===== src/hdl/dbds_pkg.sv =====
// shared constants, types and verdict codes for the detection box duplicate suppressor
package dbds_pkg;

  localparam int unsigned BOX_CAPACITY = 64;
  localparam int unsigned COORD_BITS   = 12;
  localparam int unsigned IDX_W        = $clog2(BOX_CAPACITY);
  localparam int unsigned CNT_W        = IDX_W + 1;
  localparam int unsigned CFG_W        = 7;
  localparam int unsigned LIM_W        = (CNT_W > CFG_W) ? CNT_W : CFG_W;
  localparam int unsigned POS_W        = 6;
  localparam int unsigned AREA_W       = 2 * COORD_BITS;
  localparam int unsigned CMP_W        = AREA_W + 3;

  typedef logic [COORD_BITS-1:0] coord_t;

  typedef struct packed {
    coord_t left;
    coord_t top;
    coord_t width;
    coord_t height;
  } box_t;

  typedef enum logic [1:0] {
    VERDICT_DISTINCT  = 2'd0,
    VERDICT_DUPLICATE = 2'd1,
    VERDICT_LIMIT     = 2'd2
  } verdict_e;

endpackage


===== src/hdl/detection_box_duplicate_suppressor.sv =====
// detection box duplicate suppressor: greedy overlap test of each box against the stored list
//
// One box is taken at a time. After it is accepted the block computes the box area, then
// streams the boxes already stored for the current list out of the box store, one entry per
// cycle, through a four-stage compare pipeline (store read, edge overlap, area products,
// threshold compare). The first box of a list has nothing to compare; a box beyond the count
// limit skips the scan and is not stored. Any result may wait for the output register to
// free up. The result waits in an output register, and in_stall_o stays high from the
// accepting edge until the result has been loaded there. A duplicate is a box whose
// overlap with some earlier box of the list exceeds 0.8 of the smaller area, tested
// exactly as 5*overlap > 4*min_area; boxes whose edges only touch do not overlap.
// list_start_i clears the list before its box is handled, and after reset a new list is
// already open. The store needs no clearing.
module detection_box_duplicate_suppressor (
  input  logic                      clk_i,
  input  logic                      rst_ni,
  input  logic                      cfg_we_i,
  input  logic [dbds_pkg::CFG_W-1:0] cfg_wdata_i,
  input  logic                      in_valid_i,
  output logic                      in_stall_o,
  input  logic                      list_start_i,
  input  logic [11:0]               box_left_i,
  input  logic [11:0]               box_top_i,
  input  logic [11:0]               box_width_i,
  input  logic [11:0]               box_height_i,
  output logic                      out_valid_o,
  input  logic                      out_stall_i,
  output logic                      keep_o,
  output logic [1:0]                verdict_o,
  output logic [dbds_pkg::POS_W-1:0] box_index_o
);
  import dbds_pkg::*;

  typedef enum logic [1:0] {
    ST_IDLE,
    ST_SETUP,
    ST_SCAN,
    ST_DONE
  } state_e;

  localparam logic [POS_W-1:0] POS_SAT = {POS_W{1'b1}};

  function automatic coord_t span_ov(coord_t a0, coord_t al, coord_t b0, coord_t bl);
    logic [COORD_BITS:0] lo;
    logic [COORD_BITS:0] hi;
    logic [COORD_BITS:0] ea;
    logic [COORD_BITS:0] eb;
    lo = (a0 > b0) ? {1'b0, a0} : {1'b0, b0};
    ea = {1'b0, a0} + {1'b0, al};
    eb = {1'b0, b0} + {1'b0, bl};
    hi = (ea < eb) ? ea : eb;
    if (hi > lo) begin
      span_ov = COORD_BITS'(hi - lo);
    end else begin
      span_ov = '0;
    end
  endfunction

  state_e                 state_q;
  logic [CFG_W-1:0]       max_boxes_q;
  logic [CNT_W-1:0]       count_q;
  logic [POS_W-1:0]       pos_q;
  logic [POS_W-1:0]       idx_q;
  logic [CNT_W-1:0]       iss_q;
  logic                   v0_q, v1_q, v2_q;
  logic                   hit_q;
  logic                   store_q;
  verdict_e               res_verdict_q;
  logic                   out_valid_q;
  logic                   keep_q;
  verdict_e               verdict_q;
  logic [POS_W-1:0]       index_q;

  box_t                   cand_q;
  logic [AREA_W-1:0]      cand_area_q;
  box_t                   mem_q [BOX_CAPACITY];
  box_t                   rd_q;
  coord_t                 ow_q, oh_q, sw_q, sh_q;
  logic [AREA_W-1:0]      ov_q, sarea_q;

  logic                   accept;
  logic                   out_free;
  logic                   out_load;
  logic                   mem_we;
  logic [POS_W-1:0]       cur_pos;
  logic [LIM_W-1:0]       cfg_lim;
  logic [LIM_W-1:0]       limit;
  logic                   full;
  logic                   scan_end;
  logic [AREA_W-1:0]      min_area;
  logic [CMP_W-1:0]       lhs, rhs;
  logic                   cmp_hit;

  assign in_stall_o  = (state_q != ST_IDLE);
  assign accept      = in_valid_i && !in_stall_o;
  assign out_free    = !out_valid_q || !out_stall_i;
  assign out_load    = (state_q == ST_DONE) && out_free;
  assign mem_we      = out_load && store_q;
  assign cur_pos     = list_start_i ? '0 : pos_q;

  assign cfg_lim = LIM_W'(max_boxes_q);
  assign limit   = ((max_boxes_q == '0) || (cfg_lim > LIM_W'(BOX_CAPACITY)))
                   ? LIM_W'(BOX_CAPACITY) : cfg_lim;
  assign full    = (LIM_W'(count_q) >= limit);

  assign scan_end = (iss_q == count_q) && !v0_q && !v1_q && !v2_q;

  assign min_area = (sarea_q < cand_area_q) ? sarea_q : cand_area_q;
  assign lhs      = (CMP_W'(ov_q) << 2) + CMP_W'(ov_q);
  assign rhs      = CMP_W'(min_area) << 2;
  assign cmp_hit  = (lhs > rhs);

  assign out_valid_o = out_valid_q;
  assign keep_o      = keep_q;
  assign verdict_o   = verdict_q;
  assign box_index_o = index_q;

  // box store
  always_ff @(posedge clk_i) begin
    if (mem_we) begin
      mem_q[count_q[IDX_W-1:0]] <= cand_q;
    end
    rd_q <= mem_q[iss_q[IDX_W-1:0]];
  end

  // compare datapath
  always_ff @(posedge clk_i) begin
    if (accept) begin
      cand_q.left   <= COORD_BITS'(box_left_i);
      cand_q.top    <= COORD_BITS'(box_top_i);
      cand_q.width  <= COORD_BITS'(box_width_i);
      cand_q.height <= COORD_BITS'(box_height_i);
    end
    if (state_q == ST_SETUP) begin
      cand_area_q <= AREA_W'(cand_q.width) * AREA_W'(cand_q.height);
    end
    ow_q    <= span_ov(rd_q.left, rd_q.width, cand_q.left, cand_q.width);
    oh_q    <= span_ov(rd_q.top, rd_q.height, cand_q.top, cand_q.height);
    sw_q    <= rd_q.width;
    sh_q    <= rd_q.height;
    ov_q    <= AREA_W'(ow_q) * AREA_W'(oh_q);
    sarea_q <= AREA_W'(sw_q) * AREA_W'(sh_q);
  end

  // sequencer, counters and output register
  always_ff @(posedge clk_i or negedge rst_ni) begin
    if (!rst_ni) begin
      state_q       <= ST_IDLE;
      max_boxes_q   <= '0;
      count_q       <= '0;
      pos_q         <= '0;
      idx_q         <= '0;
      iss_q         <= '0;
      v0_q          <= 1'b0;
      v1_q          <= 1'b0;
      v2_q          <= 1'b0;
      hit_q         <= 1'b0;
      store_q       <= 1'b0;
      res_verdict_q <= VERDICT_DISTINCT;
      out_valid_q   <= 1'b0;
      keep_q        <= 1'b0;
      verdict_q     <= VERDICT_DISTINCT;
      index_q       <= '0;
    end else begin
      if (cfg_we_i) begin
        max_boxes_q <= cfg_wdata_i;
      end
      if (out_load) begin
        out_valid_q <= 1'b1;
      end else if (!out_stall_i) begin
        out_valid_q <= 1'b0;
      end
      unique case (state_q)
        ST_IDLE: begin
          if (accept) begin
            idx_q <= cur_pos;
            pos_q <= (cur_pos == POS_SAT) ? cur_pos : cur_pos + 1'b1;
            if (list_start_i) begin
              count_q <= '0;
            end
            state_q <= ST_SETUP;
          end
        end
        ST_SETUP: begin
          iss_q <= '0;
          hit_q <= 1'b0;
          if (full) begin
            store_q       <= 1'b0;
            res_verdict_q <= VERDICT_LIMIT;
            state_q       <= ST_DONE;
          end else begin
            store_q <= 1'b1;
            state_q <= ST_SCAN;
          end
        end
        ST_SCAN: begin
          if (iss_q != count_q) begin
            iss_q <= iss_q + 1'b1;
            v0_q  <= 1'b1;
          end else begin
            v0_q <= 1'b0;
          end
          v1_q <= v0_q;
          v2_q <= v1_q;
          if (v2_q && cmp_hit) begin
            hit_q <= 1'b1;
          end
          if (scan_end) begin
            res_verdict_q <= hit_q ? VERDICT_DUPLICATE : VERDICT_DISTINCT;
            state_q       <= ST_DONE;
          end
        end
        ST_DONE: begin
          if (out_free) begin
            keep_q      <= (res_verdict_q == VERDICT_DISTINCT);
            verdict_q   <= res_verdict_q;
            index_q     <= idx_q;
            if (store_q) begin
              count_q <= count_q + 1'b1;
            end
            state_q <= ST_IDLE;
          end
        end
        default: begin
          state_q <= ST_IDLE;
        end
      endcase
    end
  end

endmodule


===== config.mk =====
export PLATFORM = sky130hd
export DESIGN_NAME = detection_box_duplicate_suppressor
export DESIGN_NICKNAME = d
export VERILOG_FILES = /design/src/hdl/dbds_pkg.sv /design/src/hdl/detection_box_duplicate_suppressor.sv
export SDC_FILE = /design/constraint.sdc
export NUM_CORES = 2
export LEC_CHECK = 0
export BUFFER_PORTS_ARGS = -buffer_cell sky130_fd_sc_hd__buf_2
export CORE_AREA = 2 2 459 643
export DETAILED_ROUTE_END_ITERATION = 7
export DIE_AREA = 0 0 461 645
export GPL_TIMING_DRIVEN = 0
export PLACE_DENSITY = 0.67
export SETUP_SLACK_MARGIN = 0.3
export SLEW_MARGIN = 20
export SYNTH_ARGS = -nofsm -noshare
export SYNTH_HDL_FRONTEND = slang
export SYNTH_SLANG_ARGS = --single-unit

===== constraint.sdc =====
create_clock -name clk_i -period 6.78 [get_ports clk_i]
set_input_delay 0.678 -clock clk_i [delete_from_list [all_inputs] [get_ports clk_i]]
set_output_delay 0.678 -clock clk_i [all_outputs]
set_load 0.01 [all_outputs]

==> qor.yml <==
min_period_ns: 6.39
synth_cells: 7504
vias: 77000
yosys_most_used_dff: "edfxtp_1"
grt-busiest-layer: "met2"
synth-seq-area-share_pct: 68.0
vias_per_cell: 6.10
io_pins: 72
final_antenna_net_count: 0
antenna_found_initial: 47
status: "finished, final reports clean"
wl_per_cell_um: 33.0
ys_ff_latch: 3340
clock_path_buffers: 4
async_flop_share_pct: 1.56
clock.fmax_mhz: 156
htree_levels: 5
arrival_ns: 7.15
synth.area.top_cells: "edfxtp_1, mux4_2, fa_1, ha_1, dfxtp_1"
cpPeakStageDelay_ns: 0.51
cts_buffers: 319
setup_viol: 0
crit_fanout: 14
slowest_stage: "edfxtp_1"
max-slew-margin-rel_pct: 19.2
synth_cell_types: 74
grt_max_degree: 40
cts_root_buf: "clkbuf_16"
synth-warning-count: 0
grt_pass1_wl_um: 579000
io_buffers: 70
netlist.area_leader.share_pct: 65.1
grt_use_met3_pct: 4.61
layout-drive-gt1-share_pct: 26.4
finClkSkew_ns: 0.0732
syn_nets: 8260
drc: 0
initial_utilization_pct: 49.7
worstSetupStartpointType: "register"
synthesis.area_um2: 145000
syn_avg_cell_area_um2: 19.3
grt_overflow: 0
synth_edf_count: 3144
core_area_um2: 292000
grt_pass1_vias: 79600
die_x_um: 461
gr-usage-all-layers_pct: 27.8
endpoint_kind: "register"
drt_iter0_drc: 8747
clk_pin_slew_worst_paths_ns: 0.06
min_path_type: "in2reg"
synth_area_leader_cell: "edfxtp_1"
powerDensity_nw_per_um2: 549
wl_um: 416000
vdd_drop_max_mv: 1.64
place_congestion: 0.890
post-dp-hpwl_um: 303000
path_class: "reg2reg"
leakage_uw: 0.0578
placementRows: 235
finalHoldViolCount: 0
nNetsFinal: 9177
fin_util_pct: 58.4
syn2layout_area_growth_pct: 17.4
fillers: 21000
final_cell_mix: "edfxtp_1, mux4_2, inv_1"
met1_usage_pct: 33.0
cts_sinks: 3340
worst_pin_slew_ns: 1.21
required_ns: 7.54
grtUsageMet2_pct: 48.9
clk_latency_ns: 0.92
firstDrtPassIters: 6
fin_area_um2: 170000
finalCritPeriodShare_pct: 94.3
dieHeight_um: 645
cap_violations: 0
final_common_cell: "edfxtp_1"
placed_area_um2: 158000
grt_setup_unrepaired: "true"
tritoncts: "yes"
die_area_um2: 297000
finalMaxSlewViolations: 0
synth_stat cells (22+ instances only):
library cell / count
nand4_1: 26
dfxtp_1: 144
buf_1: 58
nor2_1: 166
xor2_1: 35
o21a_1: 22
edfxtp_1: 3144
mux2i_1: 54
fa_1: 307
nand2_1: 382
mux2_2: 23
dfrtp_1: 52
o21ai_0: 83
buf_2: 34
inv_1: 541
xnor2_1: 101
and2_1: 190
nor3_1: 33
nand2b_1: 25
nor2b_1: 40
clkbuf_1: 230
mux4_2: 1008
ha_1: 388
a21oi_1: 121
nand3_1: 38
a21o_1: 71
power breakdown:
| part | internal, uW | switching [uW] | total [uW] |
|---|---|---|---|
| Sequential | 24700 | 858 | 25500 |
| Combinational | 22100 | 28500 | 50600 |
| Clock | 9650 | 7720 | 17400 |
repair_timing:
item | CTS | global route
cloned | 2 | 10
pin swaps | 30 | 45
endpoints found under the setup margin | 30 | 29
endpoints found under the hold margin | 80 | 0
hold buffers | 53 | 0
gates resized for setup | 90 | 66
setup buffers | 74 | 51
routing by layer:
metal	up-vias	routed length, um
met5	-	98
met4	14	24700
met3	952	32700
met2	3730	217000
met1	40900	142000
li1	31400	-
area by class of cell:
class / instances / area (um2) / area share, %
flip-flops and latches: 3340 / 98600 / 57.9
clock buffers: 411 / 8530 / 5.01
multi-input cells: 3300 / 43900 / 25.8
clock inverters: 156 / 1350 / 0.793
inverters: 541 / 2040 / 1.20
plain buffers: 316 / 1430 / 0.837
well taps: 3910 / 4890 / 2.87
repair buffers: 603 / 9360 / 5.50
diodes: 39 / 97.6 / 0.0573
metrics by stage:
stage | TNS [ns] | setup slack, ns | cells | power (uW) | hold WS (ns)
3_3_place_gp | -7431.52 | -2.93 | 11500 | 72500 | 0.377
2_1_floorplan | 0 | 0.370 | 7504 | 58900 | 0.337
5_1_grt | 0 | 0.146 | 12600 | 99200 | 0.0221
3_5_place_dp | -36.98 | -1.80 | 11800 | 73900 | 0.376
6_report | 0 | 0.388 | 12600 | 93500 | 0.0990
4_1_cts | 0 | 0.300 | 12500 | 93200 | 0.00912
worst max-delay path, delay by kind of cell (launching register included):
family | cells | cell delay, ns
compound gates | 10 | 2.03
xor+xnor | 1 | 0.19
fa+ha+maj | 5 | 1.54
buf+inv | 5 | 0.68
flops | 1 | 0.51
mux | 2 | 0.40
simple gates | 6 | 0.85
flip-flops by register name (all words and copies together), names as in the netlist, 2 cells and up:
register and cells:
count_q 7, res_verdict_q 2, ov_q 24, verdict_o 2, idx_q 6, ow_q 12
mem_q 3072, cand_q 48, rd_q 48, cfg_lim 7, sw_q 12, pos_q 6
iss_q 7, oh_q 12, sh_q 12, cand_area_q 24, box_index_o 6, state_q 2
sarea_q 24
path summary, 6_finish.rpt:
check | slack, ns | to | start | depth (start not counted)
min | 0.1 | cand_q[11] | box_height_i[11] | 1
max in group asynchronous | 5.91 | cfg_lim[5] | rst_ni | 3
min in group asynchronous | 0.27 | out_valid_o | rst_ni | 2
max reg2reg | 0.39 | ow_q[6] | cand_q[36] | 29
max | 0.39 | ow_q[6] | cand_q[36] | 29
min reg2reg | 0.39 | sw_q[2] | rd_q[14] | 0
cells by family after synthesis:
logic type	synth area share, %
DFF	68.0
buffers and inverters	2.27
AOI/OAI and AO/OA	1.84
xor gates and xnor gates	0.822
muxes	16.2
and+or+nand+nor	3.22
adders and majority gates	7.61
(Power assumes the default switching activity.)
